### src/rtl/core/dsl_pkg.sv
// Shared constants and helpers for the decimal seven-segment layout block.
// Used by dsl_div10 and decimal_seven_segment_layout; depends on nothing.
`default_nettype none

package dsl_pkg;

    // Field widths
    localparam int VALUE_W  = 32;
    localparam int COORD_W  = 12;
    localparam int SIZE_W   = 10;
    localparam int DIGIT_W  = 4;
    localparam int MASK_W   = 7;
    localparam int POS_W    = 15;

    // Digit storage and count
    localparam int DIGIT_SLOTS    = 10;
    localparam int MAX_DIGITS_OUT = 10;
    localparam int IDX_W          = $clog2(DIGIT_SLOTS);
    localparam int CNT_W          = $clog2(DIGIT_SLOTS + 1);

    // Divide by ten through a reciprocal multiply: q = (v * RECIP10) >> 35
    localparam int                 QUO_W      = 29;
    localparam int                 PROD_W     = 64;
    localparam int                 DIV_SHIFT  = 35;
    localparam logic [VALUE_W-1:0] RECIP10    = 32'hCCCC_CCCD;

    // Divide by three for the inter-digit gap: gap = (len * 683) >> 11
    localparam int                 GAP_W      = 9;
    localparam int                 GAP_PROD_W = 21;
    localparam int                 GAP_SHIFT  = 11;
    localparam logic [GAP_PROD_W-1:0] RECIP3  = 21'd683;

    localparam int STEP_W = 11;

    // Segment order: top, upper-left, upper-right, middle,
    // lower-left, lower-right, bottom
    function automatic logic [MASK_W-1:0] seg_mask(input logic [DIGIT_W-1:0] digit);
        logic [MASK_W-1:0] mask;
        unique case (digit)
            4'd0:    mask = 7'h77;
            4'd1:    mask = 7'h24;
            4'd2:    mask = 7'h5D;
            4'd3:    mask = 7'h6D;
            4'd4:    mask = 7'h2E;
            4'd5:    mask = 7'h6B;
            4'd6:    mask = 7'h7B;
            4'd7:    mask = 7'h25;
            4'd8:    mask = 7'h7F;
            4'd9:    mask = 7'h6F;
            default: mask = '0;
        endcase
        return mask;
    endfunction

endpackage

`default_nettype wire

### src/rtl/core/decimal_seven_segment_layout.sv
// Decimal seven-segment layout: top level with sequencer, digit store and placement.
// Depends on dsl_pkg and dsl_div10.
`default_nettype none

// Pulse start while busy is low to issue a request. The number is split into
// decimal digits, least significant first; each digit leaves on the o_ ports
// for exactly one cycle, marked by o_strobe, and the receiver cannot hold it
// off. For a number of n digits (n = 1..10) busy stays high while the number
// is split through the shared divide-by-ten multiplier (S_MUL then S_REM for
// each digit), the first digit is placed and the digits go out. The strobes of
// one request come on consecutive cycles, the last carrying o_last_digit.

module decimal_seven_segment_layout (
    input  wire logic                            i_clk,
    input  wire logic                            i_rst_n,
    input  wire logic                            start,
    output logic                                 busy,
    input  wire logic [dsl_pkg::VALUE_W-1:0]     i_value,
    input  wire logic [dsl_pkg::COORD_W-1:0]     i_origin_x,
    input  wire logic [dsl_pkg::COORD_W-1:0]     i_origin_y,
    input  wire logic [dsl_pkg::SIZE_W-1:0]      i_digit_size,
    output logic                                 o_strobe,
    output logic      [dsl_pkg::DIGIT_W-1:0]     o_digit_value,
    output logic      [dsl_pkg::MASK_W-1:0]      o_segment_mask,
    output logic      [dsl_pkg::POS_W-1:0]       o_pos_x,
    output logic      [dsl_pkg::COORD_W-1:0]     o_pos_y,
    output logic                                 o_last_digit
);

    typedef enum logic [4:0] {
        S_IDLE  = 5'b00001,
        S_MUL   = 5'b00010,
        S_REM   = 5'b00100,
        S_PLACE = 5'b01000,
        S_EMIT  = 5'b10000
    } t_state;

    t_state r_state, n_state;

    logic [dsl_pkg::VALUE_W-1:0]  r_val;
    logic [dsl_pkg::COORD_W-1:0]  r_origin_x;
    logic [dsl_pkg::COORD_W-1:0]  r_origin_y;
    logic [dsl_pkg::SIZE_W-1:0]   r_len;
    logic [dsl_pkg::GAP_W-1:0]    r_gap;
    logic [dsl_pkg::CNT_W-1:0]    r_cnt;
    logic [dsl_pkg::CNT_W-1:0]    r_emit;
    logic [dsl_pkg::IDX_W-1:0]    r_idx;
    logic [dsl_pkg::POS_W-1:0]    r_pos;
    logic [dsl_pkg::DIGIT_W-1:0]  r_dig [dsl_pkg::DIGIT_SLOTS];

    logic                         accept;
    logic [dsl_pkg::GAP_PROD_W-1:0] w_gap_prod;
    logic [dsl_pkg::STEP_W-1:0]   w_step;
    logic [dsl_pkg::POS_W-1:0]    w_span;
    logic [dsl_pkg::QUO_W-1:0]    w_quo;
    logic [dsl_pkg::DIGIT_W-1:0]  w_rem;
    logic                         w_split_done;
    logic                         w_emit_last;
    logic [dsl_pkg::DIGIT_W-1:0]  w_digit;

    assign busy   = (r_state != S_IDLE);
    assign accept = start && !busy;

    // Shared divide-by-ten unit
    dsl_div10 u_div10 (
        .i_clk       (i_clk),
        .i_load      (r_state == S_MUL),
        .i_dividend  (r_val),
        .o_quotient  (w_quo),
        .o_remainder (w_rem)
    );

    // Gap is floor(len/3); digits step left by len+gap
    assign w_gap_prod   = dsl_pkg::GAP_PROD_W'(i_digit_size) * dsl_pkg::RECIP3;
    assign w_step       = dsl_pkg::STEP_W'(r_len) + dsl_pkg::STEP_W'(r_gap);
    assign w_span       = dsl_pkg::POS_W'(r_cnt) * dsl_pkg::POS_W'(w_step);
    assign w_split_done = (w_quo == '0)
                       || (r_cnt == dsl_pkg::CNT_W'(dsl_pkg::DIGIT_SLOTS - 1));
    assign w_emit_last  = (dsl_pkg::CNT_W'(r_idx) == r_emit - 1'b1);
    assign w_digit      = r_dig[r_idx];

    // Sequence the request: split, place, emit
    always_comb begin
        n_state = r_state;
        unique case (r_state)
            S_IDLE:  if (accept) n_state = S_MUL;
            S_MUL:   n_state = S_REM;
            S_REM:   n_state = w_split_done ? S_PLACE : S_MUL;
            S_PLACE: n_state = S_EMIT;
            S_EMIT:  if (w_emit_last) n_state = S_IDLE;
            default: n_state = S_IDLE;
        endcase
    end

    always_ff @(posedge i_clk) begin
        if (!i_rst_n) begin
            r_state  <= S_IDLE;
            o_strobe <= 1'b0;
        end else begin
            r_state  <= n_state;
            o_strobe <= (r_state == S_EMIT);
        end
    end

    // Hold request fields, store digits, advance the emit position
    always_ff @(posedge i_clk) begin
        if (accept) begin
            r_val      <= i_value;
            r_origin_x <= i_origin_x;
            r_origin_y <= i_origin_y;
            r_len      <= i_digit_size;
            r_gap      <= w_gap_prod[dsl_pkg::GAP_SHIFT +: dsl_pkg::GAP_W];
            r_cnt      <= '0;
        end
        if (r_state == S_REM) begin
            r_dig[r_cnt[dsl_pkg::IDX_W-1:0]] <= w_rem;
            r_val <= dsl_pkg::VALUE_W'(w_quo);
            r_cnt <= r_cnt + 1'b1;
        end
        if (r_state == S_PLACE) begin
            r_pos  <= dsl_pkg::POS_W'(r_origin_x) + w_span - dsl_pkg::POS_W'(r_gap);
            r_idx  <= '0;
            r_emit <= (r_cnt > dsl_pkg::CNT_W'(dsl_pkg::MAX_DIGITS_OUT))
                    ? dsl_pkg::CNT_W'(dsl_pkg::MAX_DIGITS_OUT) : r_cnt;
        end
        if (r_state == S_EMIT) begin
            r_pos          <= r_pos - dsl_pkg::POS_W'(w_step);
            r_idx          <= r_idx + 1'b1;
            o_digit_value  <= w_digit;
            o_segment_mask <= dsl_pkg::seg_mask(w_digit);
            o_pos_x        <= r_pos;
            o_pos_y        <= r_origin_y;
            o_last_digit   <= w_emit_last;
        end
    end

    // Checks
    a_busy_after_start: assert property (@(posedge i_clk) disable iff (!i_rst_n)
        accept |=> busy)
        else $error("busy not raised after accepted request");

    a_gap_after_last: assert property (@(posedge i_clk) disable iff (!i_rst_n)
        (o_strobe && o_last_digit) |=> !o_strobe)
        else $error("strobe continues past last digit");

    a_run_contiguous: assert property (@(posedge i_clk) disable iff (!i_rst_n)
        (o_strobe && !o_last_digit) |=> o_strobe)
        else $error("digit run broken before last digit");

    a_digit_decimal: assert property (@(posedge i_clk) disable iff (!i_rst_n)
        o_strobe |-> (o_digit_value <= 4'd9))
        else $error("emitted digit is not decimal");

endmodule

`default_nettype wire

### src/rtl/core/dsl_div10.sv
// Shared divide-by-ten unit: registers a reciprocal product, then yields
// quotient and remainder on the next cycle. Depends on dsl_pkg.
`default_nettype none

module dsl_div10 (
    input  wire logic                            i_clk,
    input  wire logic                            i_load,
    input  wire logic [dsl_pkg::VALUE_W-1:0]     i_dividend,
    output logic      [dsl_pkg::QUO_W-1:0]       o_quotient,
    output logic      [dsl_pkg::DIGIT_W-1:0]     o_remainder
);

    logic [dsl_pkg::PROD_W-1:0]  r_prod;
    logic [dsl_pkg::VALUE_W-1:0] r_dividend;
    logic [dsl_pkg::VALUE_W:0]   w_quo_x10;

    // Capture dividend and its reciprocal product
    always_ff @(posedge i_clk) begin
        if (i_load) begin
            r_prod     <= dsl_pkg::PROD_W'(i_dividend) * dsl_pkg::PROD_W'(dsl_pkg::RECIP10);
            r_dividend <= i_dividend;
        end
    end

    // Take the quotient from the product, recover the remainder
    assign o_quotient  = r_prod[dsl_pkg::PROD_W-1:dsl_pkg::DIV_SHIFT];
    assign w_quo_x10   = ({4'b0, o_quotient} << 3) + ({4'b0, o_quotient} << 1);
    assign o_remainder = r_dividend[dsl_pkg::DIGIT_W-1:0]
                       - w_quo_x10[dsl_pkg::DIGIT_W-1:0];

endmodule

`default_nettype wire

### config.mk
export PLATFORM = sky130hd
export DESIGN_NAME = decimal_seven_segment_layout
export DESIGN_NICKNAME = d
export VERILOG_FILES = /design/src/rtl/core/dsl_pkg.sv /design/src/rtl/core/decimal_seven_segment_layout.sv /design/src/rtl/core/dsl_div10.sv
export SDC_FILE = /design/constraint.sdc
export NUM_CORES = 2
export LEC_CHECK = 0
export BUFFER_PORTS_ARGS = -buffer_cell sky130_fd_sc_hd__buf_2
export CAP_MARGIN = 30
export CORE_MARGIN = 1.5
export CORE_UTILIZATION = 30
export CTS_CLUSTER_DIAMETER = 40
export DETAILED_ROUTE_END_ITERATION = 12
export PLACE_DENSITY_LB_ADDON = 0.12
export SYNTH_ARGS = -nofsm -noshare
export SYNTH_HDL_FRONTEND = slang
export SYNTH_SLANG_ARGS = --single-unit
### constraint.sdc
create_clock -name i_clk -period 7.29 [get_ports i_clk]
set_input_delay 0.729 -clock i_clk [delete_from_list [all_inputs] [get_ports i_clk]]
set_output_delay 0.729 -clock i_clk [all_outputs]
set_load 0.03 [all_outputs]
## Word-level counts from Yosys, hierarchy flattened

Memories as Yosys holds them, arrays and structs flattened. A register that Yosys moved wholly into a read port is not among the register bits.
Cells that the tools add are included.

- Register bits after elaboration: 208
- RAM bits: 40
- ROM bits: 112
- Input bits: 69
- Logic and storage cells: 65
- Memories: 2

- Add/sub/neg operators: 9
- Multiply operators: 3
- Magnitude comparators: 1
- Eq/ne operators: 10
- Multiplexer cells: 15
- Reductions and logical operators: 7

Memories:

| name | words | bits a word | read ports | clocked after Yosys merged registers in | wr ports | line | source |
|---|---|---|---|---|---|---|---|
| (no name shown) | 16 | 7 | 1 | 1 | 0 | dsl_pkg.sv:39 | `unique case (digit)` |
| r_dig | 10 | 4 | 1 | 1 | 1 | decimal_seven_segment_layout.sv:49 | `logic [dsl_pkg::DIGIT_W-1:0] r_dig [dsl_pkg::DIGIT_SLOTS];` |

Operators by type and width:

| operator | count |
|---|---|
| $mul 32x32->64 const B | 1 |
| $mux 29 | 2 |
| $mux 15 | 2 |
| $logic_not 29->1 | 1 |
| $pmux 5 s5 | 1 |
| $mux 4 | 6 |
| $mul 10x10->20 const B | 1 |
| $add 12x15->15 | 1 |
| $mul 4x11->15 | 1 |
| $sub 15x11->15 | 1 |
| $sub 15x9->15 | 1 |
| $add 10x9->11 | 1 |
| $mux 5 | 2 |
| $add 4x1->4 const B | 2 |
| $eq 5x1->1 const B | 1 |
| $eq 5x2->1 const B | 1 |
| $eq 5x3->1 const B | 1 |
| $eq 5x4->1 const B | 1 |
| $eq 5x5->1 const B | 1 |
| $ne 5x1->1 const B | 1 |
| $add 4x4->4 | 1 |
| $eq 4x4->1 | 1 |
| $eq 4x4->1 const B | 1 |
| $gt 4x4->1 const B | 1 |
| 9 further kinds | 12 |

## Logic depth before layout (Yosys ltp)

- Word-level depth: 6
- Mapped depth: 26
- Mapped depth without buffers: 25

## Hierarchy

Synthesis repeated with hierarchy kept, for this count alone.

- Cells, all modules: 2,887
- Area total of the unflattened synthesis: 30,382.9 um2

Modules (own cells, without submodules):

| module | times used | cells an instance | area each (um2) | seq. area each (um2) |
|---|---|---|---|---|
| dsl_div10 | 1 | 1,845 | 18,360.1 | 991.0 |
| decimal_seven_segment_layout | 1 | 1,042 | 12,022.8 | 5,605.4 |

## Least setup slack after synthesis

OpenSTA, ideal clock, no wires.

- Kind: reg-to-reg
- Start point: register r_val[17] in the netlist's numbering
- End point: register u_div10.r_prod[63] in the netlist's numbering, data pin
- Setup time: 0.260 ns
- Arrival: 6.586 ns
- Setup slack: 0.444 ns
- Cell stages (with the launch flop): 25
- Path buffers: 0
- Clock period less this slack: 6.846 ns
- Cells stage by stage: edfxtp_1 -> ha_1 -> inv_1 -> fa_1 -> inv_1 -> fa_1 -> inv_1 -> fa_1 -> inv_1 -> fa_1 -> fa_1 -> fa_1 -> inv_1 -> fa_1 -> inv_1 -> ha_1 -> a21o_1 -> a221o_1 -> o21ai_1 -> a21boi_0 -> a211oi_1 -> o221ai_2 -> o41ai_2 -> o21bai_1 -> xnor2_1

- Longest elaborated chain between the ends: 1

Ends and longest elaborated chain:

| element | line | source |
|---|---|---|
| start: declaration | decimal_seven_segment_layout.sv:40 | `logic [dsl_pkg::VALUE_W-1:0] r_val;` |
| start signal: assignment | decimal_seven_segment_layout.sv:108 | `r_val <= i_value;` |
| start signal: assignment | decimal_seven_segment_layout.sv:117 | `r_val <= dsl_pkg::VALUE_W'(w_quo);` |
| $mul 32x32->64 | dsl_div10.sv:20 | `r_prod <= dsl_pkg::PROD_W'(i_dividend) * dsl_pkg::PROD_W'(dsl_pkg::RECIP10);` |
| end signal: assignment | dsl_div10.sv:20 |  |
| end: declaration | dsl_div10.sv:13 | `logic [dsl_pkg::PROD_W-1:0] r_prod;` |

No other way between the ends.
A chain may end at the register's enable or synchronous reset.

## Worst setup path after layout

- Start point: register r_val[1] in the netlist's numbering
- End point: register u_div10.r_prod[59] in the netlist's numbering, data pin

The elaborated chain is that of the path after synthesis.

==> flow_summary.json <==
{
  "status": "finished clean",
  "layout-drive-gt1-share_pct": 17.3,
  "n_fill_cell": 9669,
  "skew_ns": 0.0268,
  "cp_max_fo": 5,
  "ioPinCount": 110,
  "clk_pin_slew_worst_paths_ns": 0.06,
  "synth.most_common_cell": "inv_1",
  "die_y_um": 315,
  "cp_cell_sequence": "buf_6 -> buf_4 -> ha_2 -> xor2_2 -> buf_4 -> a21o_1 -> fa_1 -> fa_2 -> fa_1 -> fa_2 -> fa_1 -> fa_1 -> ha_4 -> and3_2 -> a221o_1 -> o21ai_2 -> buf_6 -> buf_4 -> a21boi_2 -> a2111oi_4 -> o21ai_4 -> a21o_4 -> a41oi_2 -> xnor2_1",
  "syn_to_final_growth_pct": 20.0,
  "fp.dieW_um": 315,
  "worstRegToRegCells": 24,
  "synth_seq_cells": 224,
  "synth_enable_flop_cells": 211,
  "dr.max_layer_used": "met5",
  "rsz0062_at_grt": "true",
  "setup_viol": 0,
  "gp_congestion": 0.903,
  "r2r_slack_ns": 0.17,
  "route.vias.total": 19395,
  "dr_wl_met3_mm": 2.46,
  "clk_path_buf_depth": 3,
  "initial_core_util_pct": 30.2,
  "max-cap-violations": 0,
  "grt_max_degree": 57,
  "final_util_pct": 36.2,
  "synth_top_area_share_pct": 31.0,
  "grt.total_usage_pct": 18.3,
  "seqCellArea_um2": 6600,
  "holdBufCountCts": 0,
  "maxSlewViolCount": 0,
  "fin_nets": 4014,
  "route.detailed.drc": 0,
  "via_per_inst": 4.47,
  "place_ws_ns": -0.0887,
  "hold_violations": 0,
  "synthFlopType": "edfxtp_1",
  "grt_pass1_vias": 21759,
  "overflow": 0,
  "syn-num-nets": 3655,
  "drtPass1Iterations": 5,
  "syn_inst": 2669,
  "cpLargestDelayFamily": "adder cells",
  "cpMostUsedCell": "fa_1",
  "fmax_ghz": 0.140,
  "crit_path_start_kind": "flip-flop",
  "timing.final.crit_share_pct": 97.7,
  "ys_top_cells_by_count": "inv_1 (682), ha_1 (466), fa_1 (451)",
  "wl_met2_mm": 41.4,
  "worstSetupStartpoint": "r_val[1]",
  "yosys.area.top_type": "fa_1",
  "rows": 114,
  "drtIter0Drc": 877,
  "instances_no_fill": 4339,
  "worstSetupPathType": "flip-flop to flip-flop",
  "ys_seq_area_share_pct": 22.6,
  "cts.sink_count": 224,
  "endpoint": "u_div10.r_prod[59]",
  "r2r_end": "u_div10.r_prod[59]",
  "cp.buffers_inverters": 5,
  "cts-root-buf": "clkbuf_16",
  "grt_pass1_wl_mm": 134,
  "io_buffers": 109,
  "slowest_stage": "fa_1",
  "setup_ws_ns": 0.171,
  "drt-met1-wl_mm": 42.2,
  "clk-insertion-delay-late_ns": 0.59,
  "avgSynthCellArea_um2": 10.9,
  "wl_mm": 88.2,
  "multi_input_area_um2": 20500,
  "yosysUniqueCellTypes": 66,
  "cts_tree": "yes",
  "dpl.hpwl_mm": 77.7,
  "critical_path_arrival_ns": 7.44,
  "relSlewSlack_pct": 31.0,
  "hold_class": "primary input to flip-flop",
  "cp.depth": 24,
  "diodes": 0,
  "core_area_um2": 96600,
  "synth_warnings": 0,
  "htreeDepth": 2,
  "dp_cells": 4231,
  "crit_required_ns": 7.61,
  "cp_slowest_stage_delay_ns": 0.63,
  "tightest_slew_ns": 1.03,
  "end_kind": "flip-flop",
  "rr_startpoint": "r_val[1]",
  "drtAntennaViolNets": 0,
  "antenna_found_initial": 1,
  "post_drt_wl_per_cell_um": 20.3,
  "ys_top_cells_by_area": "fa_1 (31%), edfxtp_1 (22%), ha_1 (20%)",
  "fin_crit_ns": 7.12,
  "mappedNetlistArea_um2": 29200,
  "numCtsBuffers": 43,
  "async_flop_share_pct": 0,
  "finalSetupTns_ns": 0,
  "dieArea_um2": 99100
}
[metrics by stage]
| step | area [um^2] | hold WS (ns) |
|---|---|---|
| 6_report | 35000 | 0.313 |
| 2_1_floorplan | 29200 | 0.400 |
| 4_1_cts | 34300 | 0.271 |
| 3_3_place_gp | 32800 | 0.401 |
| 5_1_grt | 35000 | 0.278 |
| 3_5_place_dp | 32800 | 0.405 |
[worst min path at each step]
stage | from | to | slack [ns] | depth (start not counted)
after CTS | i_origin_y[7] | r_origin_y[7] | 0.27 | 1
after detailed placement | r_origin_y[4] | o_pos_y[4] | 0.40 | 0
final | i_origin_y[7] | r_origin_y[7] | 0.31 | 1
after global placement | r_origin_y[2] | o_pos_y[2] | 0.40 | 0
after floorplan | r_origin_y[0] | o_pos_y[0] | 0.40 | 0
after global routing | i_origin_y[4] | r_origin_y[4] | 0.28 | 1
[cell families (layout without fill, tap and decap cells)]
logic type,count (synthesis),count (layout),synth area share (%)
fa+ha+maj,917,917,50.9
buf+inv,713,1107,9.18
simple gates,403,403,6.30
compound gates,267,267,6.16
flops,224,224,22.6
xor+xnor,125,125,3.75
mux,20,20,1.05
[layout make-up]
class                      instances  share of cell area [%]
clock inverter                    32                   0.980
clock buffer                      48                    3.16
sequential                       224                    18.8
multi-input combinational       1732                    58.4
tap                             1276                    4.56
timing repair buffer             343                    6.67
inverter                         684                    7.34
[what timing repair did]
item,4_1_cts,5_1_grt
pin swaps,6,37
gates resized for setup,12,90
buffers inserted,2,27
cloned,0,0
setup endpoints to repair,10,22
[routing by layer]
metal / GRT usage, % / up-vias
li1: - / 9276
met2: 30.0 / 272
met1: 25.6 / 9754
met4: 4.77 / 2
met3: 2.15 / 91
met5: 0 / -
[flip-flops by register name, indices dropped and copies added, names as in the netlist, 5 cells and up, named ones only]
name            cells
r_dig              40
r_origin_x         12
o_pos_y            12
u_div10.r_prod     29
o_segment_mask      7
r_pos              15
r_state             5
r_origin_y         12
r_len              10
r_gap               9
r_val              32
o_pos_x            15
[cells in the final DEF, fill, tap and decap left out, types with 8 or more instances in the layout]
master	n
inv_1	676
o21ai_0	44
xor2_1	44
xnor2_1	76
mux4_2	8
nand2_1	188
buf_2	109
nor2b_1	11
and3_1	18
a31oi_1	8
ha_1	436
mux2i_1	8
buf_4	228
nand3_1	21
edfxtp_1	211
a21oi_1	73
and2_1	22
nor3_1	17
fa_1	436
nand4_1	11
nor4_1	10
ha_4	23
fa_2	15
a21o_1	49
o21bai_1	13
clkbuf_16	43
dfxtp_1	13
nor2_1	72
Power is not shown: default switching activity piles up to over one toggle a cycle in this logic, so the estimate is an artifact.
